File: src/rtl/mvm_pkg.sv
// ----------------------------------------------------------------------------
// mvm_pkg
// Shared types and constants of the matrix vector multiply core.
// ----------------------------------------------------------------------------
package mvm_pkg;

   localparam int VALUE_W = 16;
   localparam int PROD_W  = 32;
   localparam int ACC_W   = 40;
   localparam int IDX_W   = 6;
   localparam int CFG_W   = 7;

   localparam logic FUNC_WEIGHT = 1'b0;
   localparam logic FUNC_VECTOR = 1'b1;

   localparam logic REG_ROWS = 1'b0;
   localparam logic REG_COLS = 1'b1;

   typedef struct packed {
      logic rd;
      logic wr;
      logic mac;
      logic load;
      logic shift;
   } cell_ctrl_type;

endpackage

File: src/rtl/mvm_cell.sv
// ----------------------------------------------------------------------------
// mvm_cell
// One matrix row: weight memory, multiplier, accumulator and result shift stage.
// ----------------------------------------------------------------------------
module mvm_cell #(
   parameter int ROW_ID   = 0,
   parameter int MAX_COLS = 64,
   parameter int COL_AW   = 6
) (
   input  logic                                clock,
   input  logic                                reset,
   input  mvm_pkg::cell_ctrl_type              ctrl,
   input  logic [mvm_pkg::IDX_W-1:0]           row,
   input  logic [COL_AW-1:0]                   addr,
   input  logic signed [mvm_pkg::VALUE_W-1:0]  wdata,
   input  logic signed [mvm_pkg::VALUE_W-1:0]  elem,
   input  logic signed [mvm_pkg::ACC_W-1:0]    shift_in,
   output logic signed [mvm_pkg::ACC_W-1:0]    shift_out
);
   import mvm_pkg::*;

   logic signed [VALUE_W-1:0] mem [MAX_COLS];
   logic signed [VALUE_W-1:0] rdata_ff;
   logic signed [PROD_W-1:0]  prod_ff;
   logic signed [ACC_W-1:0]   acc_ff;
   logic signed [ACC_W-1:0]   acc_in;
   logic signed [ACC_W-1:0]   out_ff;
   logic signed [ACC_W-1:0]   out_in;
   logic signed [ACC_W-1:0]   sum;

   always_ff @(posedge clock) begin
      if (ctrl.wr && (32'(row) == ROW_ID)) begin
         mem[addr] <= wdata;
      end
      if (ctrl.rd) begin
         rdata_ff <= mem[addr];
      end
   end

   always_ff @(posedge clock) begin
      prod_ff <= PROD_W'(rdata_ff * elem);
   end

   assign sum = acc_ff + ACC_W'(prod_ff);

   always_comb begin
      acc_in = acc_ff;
      out_in = out_ff;
      if (ctrl.load) begin
         acc_in = '0;
         out_in = sum;
      end else begin
         if (ctrl.mac) begin
            acc_in = sum;
         end
         if (ctrl.shift) begin
            out_in = shift_in;
         end
      end
   end

   always_ff @(posedge clock) begin
      if (reset) begin
         acc_ff <= '0;
      end else begin
         acc_ff <= acc_in;
      end
      out_ff <= out_in;
   end

   assign shift_out = out_ff;

endmodule

File: config.mk
export PLATFORM = sky130hd
export DESIGN_NAME = mvm_cell
export DESIGN_NICKNAME = d
export VERILOG_FILES = /design/src/rtl/mvm_pkg.sv /design/src/rtl/mvm_cell.sv
export SDC_FILE = /design/constraint.sdc
export NUM_CORES = 2
export LEC_CHECK = 0
export BUFFER_PORTS_ARGS = -buffer_cell sky130_fd_sc_hd__buf_2
export CELL_PAD_IN_SITES_DETAIL_PLACEMENT = 0
export CELL_PAD_IN_SITES_GLOBAL_PLACEMENT = 1
export CORE_MARGIN = 5
export CORE_UTILIZATION = 53
export CTS_CLUSTER_SIZE = 8
export DETAILED_ROUTE_END_ITERATION = 8
export GPL_TIMING_DRIVEN = 1
export PLACE_DENSITY = 0.82
export SETUP_SLACK_MARGIN = 0.02
export SLEW_MARGIN = 20
export SYNTH_ARGS = -nofsm -noshare
export SYNTH_HDL_FRONTEND = slang
export SYNTH_SLANG_ARGS = --single-unit
File: constraint.sdc
create_clock -name clock -period 7.33 [get_ports clock]
set_clock_uncertainty 0.15 [all_clocks]
set_input_delay 1.0995 -clock clock [delete_from_list [all_inputs] [get_ports clock]]
set_output_delay 1.0995 -clock clock [all_outputs]
set_load 0.01 [all_outputs]
# After elaboration in Yosys (flattened, before gate mapping)
# Memory sizes are Yosys's and may differ from the RTL's. A register that Yosys moved wholly into a read port is not among the register bits.
# Index checks and enable logic that the tools add are counted.
totals:
  reg_bits: 112
  mem_bits_rw: 1024
  out_inout_bits: 40
  word_cells: 14
  n_memories: 1
memory_table:
  columns: ["memory", "depth", "width", "read_ports", "rd_ports_with_merged_regs", "wr", "line_no", "source"]
  rows:
  - ["mem", 64, 16, 1, 1, 1, "mvm_cell.sv:22", "logic signed [VALUE_W-1:0] mem [MAX_COLS];"]
classes:
  addsub: 1
  multipliers: 1
  n_mux: 4
  n_reduce_logical: 4
op_table:
  columns: ["op", "n"]
  rows:
  - ["$mux 40", 2]
  - ["$add 40x32->40", 1]
  - ["$mul 16x16->32", 1]
  - ["$logic_not 6->1", 1]
  - ["$mux 1", 2]
  - ["$reduce_bool 2->1", 1]
  - ["$reduce_or 2->1", 1]
  - ["$logic_and 1x1->1", 1]

# Depth between registers and ports, before layout
depth:
  depth_word: 4
  mapped_depth: 24

# Worst setup path after synthesis
# Ideal clock, no wire load.
synth_timing:
  path_kind: "input port to flip-flop"
  start: "input elem[1] in the netlist's numbering"
  end: "register prod_ff[31]"
  setup_time_ns: 0.072
  arrival_time_ns: 6.411
  path_slack_ns: 0.696
  cell_stages: 19
  path_cell_list: "clkbuf_1 -> nand2_1 -> inv_1 -> fa_1 -> fa_1 -> fa_1 -> fa_1 -> fa_1 -> inv_1 -> fa_1 -> inv_1 -> ha_1 -> and3_1 -> and3_1 -> a31oi_1 -> a21oi_1 -> a211o_1 -> a21oi_1 -> xnor2_1"
synth_between:
  elab_chain_cells: 1
synth_lines:
  columns: ["item", "line_no", "source"]
  rows:
  - ["start, declared", "mvm_cell.sv:16", "input logic signed [mvm_pkg::VALUE_W-1:0] elem,"]
  - ["$mul 16x16->32", "mvm_cell.sv:41", "prod_ff <= PROD_W'(rdata_ff * elem);"]
  - ["end signal, assigned", "mvm_cell.sv:41", null]
  - ["end, declared", "mvm_cell.sv:24", "logic signed [PROD_W-1:0] prod_ff;"]
# Every way passes these cells.
# A chain may end at the register's enable or synchronous reset.

# Final worst setup path
layout_timing:
  start: "register rdata_ff[7], read port of mem"
  end: "register prod_ff[26]"
layout_between:
  elab_chain_cells: 1
layout_lines:
  columns: ["item", "line_no", "source"]
  rows:
  - ["start, declared", "mvm_cell.sv:23", "logic signed [VALUE_W-1:0] rdata_ff;"]
  - ["$mul 16x16->32", "mvm_cell.sv:41", null]
# Every way passes these cells.

==> results.yml <==
flow_run:
  maxCapViolations: 0
place:
  numPortBuffers: 130
  hpwlAfterDp_um: 83150
  place_congestion: 0.8375
  placed_cell_area_um2: 55780
worst_setup_path:
  ff2ff_path_depth: 22
  worstPathArrival_ns: 7.17
  crit_path_max_incr_delay_ns: 0.98
  crit_slowest_cell: "edfxtp_1"
  path_depth: 22
  crit_type: "reg -> reg"
  cp-startpoint: "rdata_ff[7]"
  r2r_start: "rdata_ff[7]"
  crit_buf_inv: 6
  critical_path_peak_fanout: 16
  reg2reg_slack_ns: 0.61
  end_kind: "flip-flop"
  worstPathCellList: "nand2_1 -> fa_1 -> inv_1 -> fa_1 -> inv_1 -> fa_1 -> inv_1 -> fa_1 -> fa_1 -> inv_1 -> fa_1 -> inv_1 -> ha_1 -> inv_1 -> o21bai_1 -> a21oi_1 -> o211a_1 -> o31ai_1 -> o21ai_0 -> a21oi_1 -> mux2i_1 -> nand2_1"
  required_ns: 7.79
  critPathCapture: "prod_ff[26]"
  cp-start-kind: "flip-flop"
  crit_family: "adder cells"
  timing.rr.end: "prod_ff[26]"
sta:
  max_freq_mhz: 148.9
  fin_tns_setup_ns: 0
  fin_hold_ws_ns: 0.3193
  min_period_ns: 6.717
  final-setup-viol-count: 0
  worstMarginPinSlew_ns: 1.177
  rsz0062_at_grt: "false"
  relSlewSlack_pct: 20.82
  drv_slew: 0
  finalHoldViolations: 0
  finalCritPeriodShare_pct: 91.63
final_layout:
  final_nets: 4323
  drive_gt1_share_pct: 12.68
  fill_cells: 7371
  syn_to_final_growth_pct: 13.24
  finalInstanceArea_um2: 60240
  finish.utilization_pct: 60.32
  diodes: 0
synthesis:
  avgSynthCellArea_um2: 14.66
  yosysTopAreaCell: "edfxtp_1"
  ys_seq_area_share_pct: 63.68
  synth_seq_cells: 1152
  mappedNetlistArea_um2: 53190
  ys_top_cells_by_area: "edfxtp_1 (61%), fa_1 (9.9%), a22oi_1 (4.2%)"
  async_flop_share_pct: 0
  ys.flop_type: "edfxtp_1"
  yosysWarnings: 0
  yosys.area.top_type_share_pct: 60.97
  synth_cell_types: 73
  synth_nets: 4104
  synth_edf_count: 1080
  syn-instance-count: 3629
route:
  wirelength_um: 136700
  drtIter0Drc: 3595
  via_per_inst: 6.275
  first_pass_iters: 5
  vias: 32450
  drc: 0
  wl_per_cell_um: 26.43
  postRouteAntennaNets: 0
global_routing:
  grt_usage_pct: 25.68
  grt_pass1_wl_um: 207300
  grt-ovfl-total: 0
  antenna_found_initial: 3
  grt_max_degree: 105
  grt_pass1_vias: 33270
die:
  die_h_um: 326.8
  ios: 131
  die_x_um: 326.8
  die_area_um2: 106800
  rows: 116
  core_area_um2: 99860
  start_util_pct: 53.27
min_path:
  hp-class: "reg -> reg"
cts:
  cts-root-buf: "clkbuf_16"
  path_clk_slew_ns: 0.05
  clk_latency_ns: 0.75
  hold_buffers: 0
  postCtsSetupBuffers: 0
  max-clock-path-buffers: 3
  h-tree-depth: 4
  numCtsBuffers: 162
  clkSinkCount: 1152
  post_cts_resized: 0
  cts_tree: "done"
run_status:
  outcome: "finished, final reports clean"
power_and_ir_drop:
  ir_drop_mv: 0.6953
  powerDensity_nw_per_um2: 430.4
  p_leak_nw: 21.79
==> stage by stage <==
stage               instances  total power, mW  setup slack, ns
global route             5171            28.10           0.3652
floorplan                3629            16.71           0.6964
detailed placement       4982            19.68           0.3223
CTS                      5171            26.29           0.6553
finish                   5171            25.93           0.6135
global placement         4982            19.55           0.3988
==> final cells by class <==
type,instances,area [µm²],area share (%)
multi-input cells,1985,17540,29.13
clock inverters,14,304.0,0.5047
well taps,1298,1624,2.696
inverters,300,1126,1.869
flip-flops and latches,1152,33870,56.23
repair buffers,247,1642,2.725
clock buffers,175,4124,6.846
==> kinds of logic after synthesis <==
family	share of synthesized area (%)
flip-flops	63.68
multiplexers	1.266
adder cells (fa/ha/maj)	12.74
AND/OR/NAND/NOR	5.692
XOR/XNOR	1.096
buffers and inverters	3.484
AO/OA/AOI/OAI	12.04
==> cell usage in the layout, fill, tap and decap left out, types with 19 or more instances in the layout <==
cell type | synthesis | final
edfxtp_1 | 1080 | 1080
inv_1 | 300 | 300
a22oi_1 | 296 | 296
fa_1 | 263 | 263
nand2_1 | 168 | 168
clkbuf_16 | 0 | 163
nor2_1 | 147 | 144
and2_1 | 128 | 128
buf_2 | 5 | 125
ha_1 | 121 | 121
a31oi_1 | 116 | 116
buf_4 | 0 | 114
a221oi_1 | 109 | 109
a22o_1 | 108 | 108
a21oi_1 | 82 | 82
dfxtp_1 | 72 | 72
xnor2_1 | 45 | 45
a21o_1 | 38 | 38
mux2_2 | 34 | 34
nand3_1 | 32 | 32
mux2i_1 | 29 | 29
nand4_1 | 27 | 27
o21ai_0 | 25 | 25
nor4_1 | 26 | 21
xor2_1 | 19 | 19
==> tightest hold or removal path: cells and delay by family (launching register included) <==
kind	cells	cell delay (ns)
AND/OR/NAND/NOR	1	0.06
flip-flops	1	0.31
AO/OA/AOI/OAI	1	0.05
==> routing by layer <==
layer / global-route usage (%) / vias up / part of all wire (%)
met3: 5.407 / 250 / 9.5
met5: 0 / - / 0.022
met1: 33.62 / 16490 / 37
met2: 43.13 / 1590 / 50
met4: 8.891 / 4 / 3.3
li1: - / 14120 / -
==> state kept, by name, indices dropped and copies added, names as in the netlist <==
name / count
mem: 1024
shift_out: 40
prod_ff: 32
rdata_ff: 16
acc_ff: 40
==> synth_stat cells (3+ instances only) <==
| cell type | count |
|---|---|
| edfxtp_1 | 1080 |
| inv_1 | 300 |
| a22oi_1 | 296 |
| fa_1 | 263 |
| nand2_1 | 168 |
| clkbuf_1 | 159 |
| nor2_1 | 147 |
| and2_1 | 128 |
| ha_1 | 121 |
| a31oi_1 | 116 |
| a221oi_1 | 109 |
| a22o_1 | 108 |
| a21oi_1 | 82 |
| dfxtp_1 | 72 |
| xnor2_1 | 45 |
| a21o_1 | 38 |
| mux2_2 | 34 |
| nand3_1 | 32 |
| mux2i_1 | 29 |
| buf_1 | 28 |
| nand4_1 | 27 |
| nor4_1 | 26 |
| o21ai_0 | 25 |
| xor2_1 | 19 |
| and3_1 | 17 |
| nor3_1 | 17 |
| o21bai_1 | 15 |
| a211oi_1 | 11 |
| nand2b_1 | 10 |
| o31ai_1 | 10 |
| or3_1 | 7 |
| nor2b_1 | 6 |
| nor3b_1 | 6 |
| or2_2 | 6 |
| buf_2 | 5 |
| o211ai_1 | 5 |
| o21a_1 | 5 |
| o21ai_1 | 4 |
| a21boi_1 | 3 |
| a31o_1 | 3 |
| a41oi_1 | 3 |
| nand3b_1 | 3 |
| o211a_1 | 3 |
==> power by group <==
| group | internal, mW | switching (mW) |
|---|---|---|
| Sequential | 7.64 | 0.165 |
| Clock | 3.95 | 2.62 |
| Combinational | 5.03 | 6.53 |
| Total | 16.6 | 9.31 |
==> worst min-delay path by stage <==
stage / startpoint / end / slack [ns] / cells after the start
after floorplan: acc_ff[26] / acc_ff[26] / 0.29 / 2
after global placement: acc_ff[26] / acc_ff[26] / 0.31 / 2
after detailed placement: acc_ff[26] / acc_ff[26] / 0.31 / 2
after CTS: acc_ff[26] / acc_ff[26] / 0.32 / 2
after global routing: acc_ff[36] / acc_ff[36] / 0.35 / 2
final: acc_ff[26] / acc_ff[26] / 0.32 / 2
No activity file was read; power rests on OpenSTA's default activity.
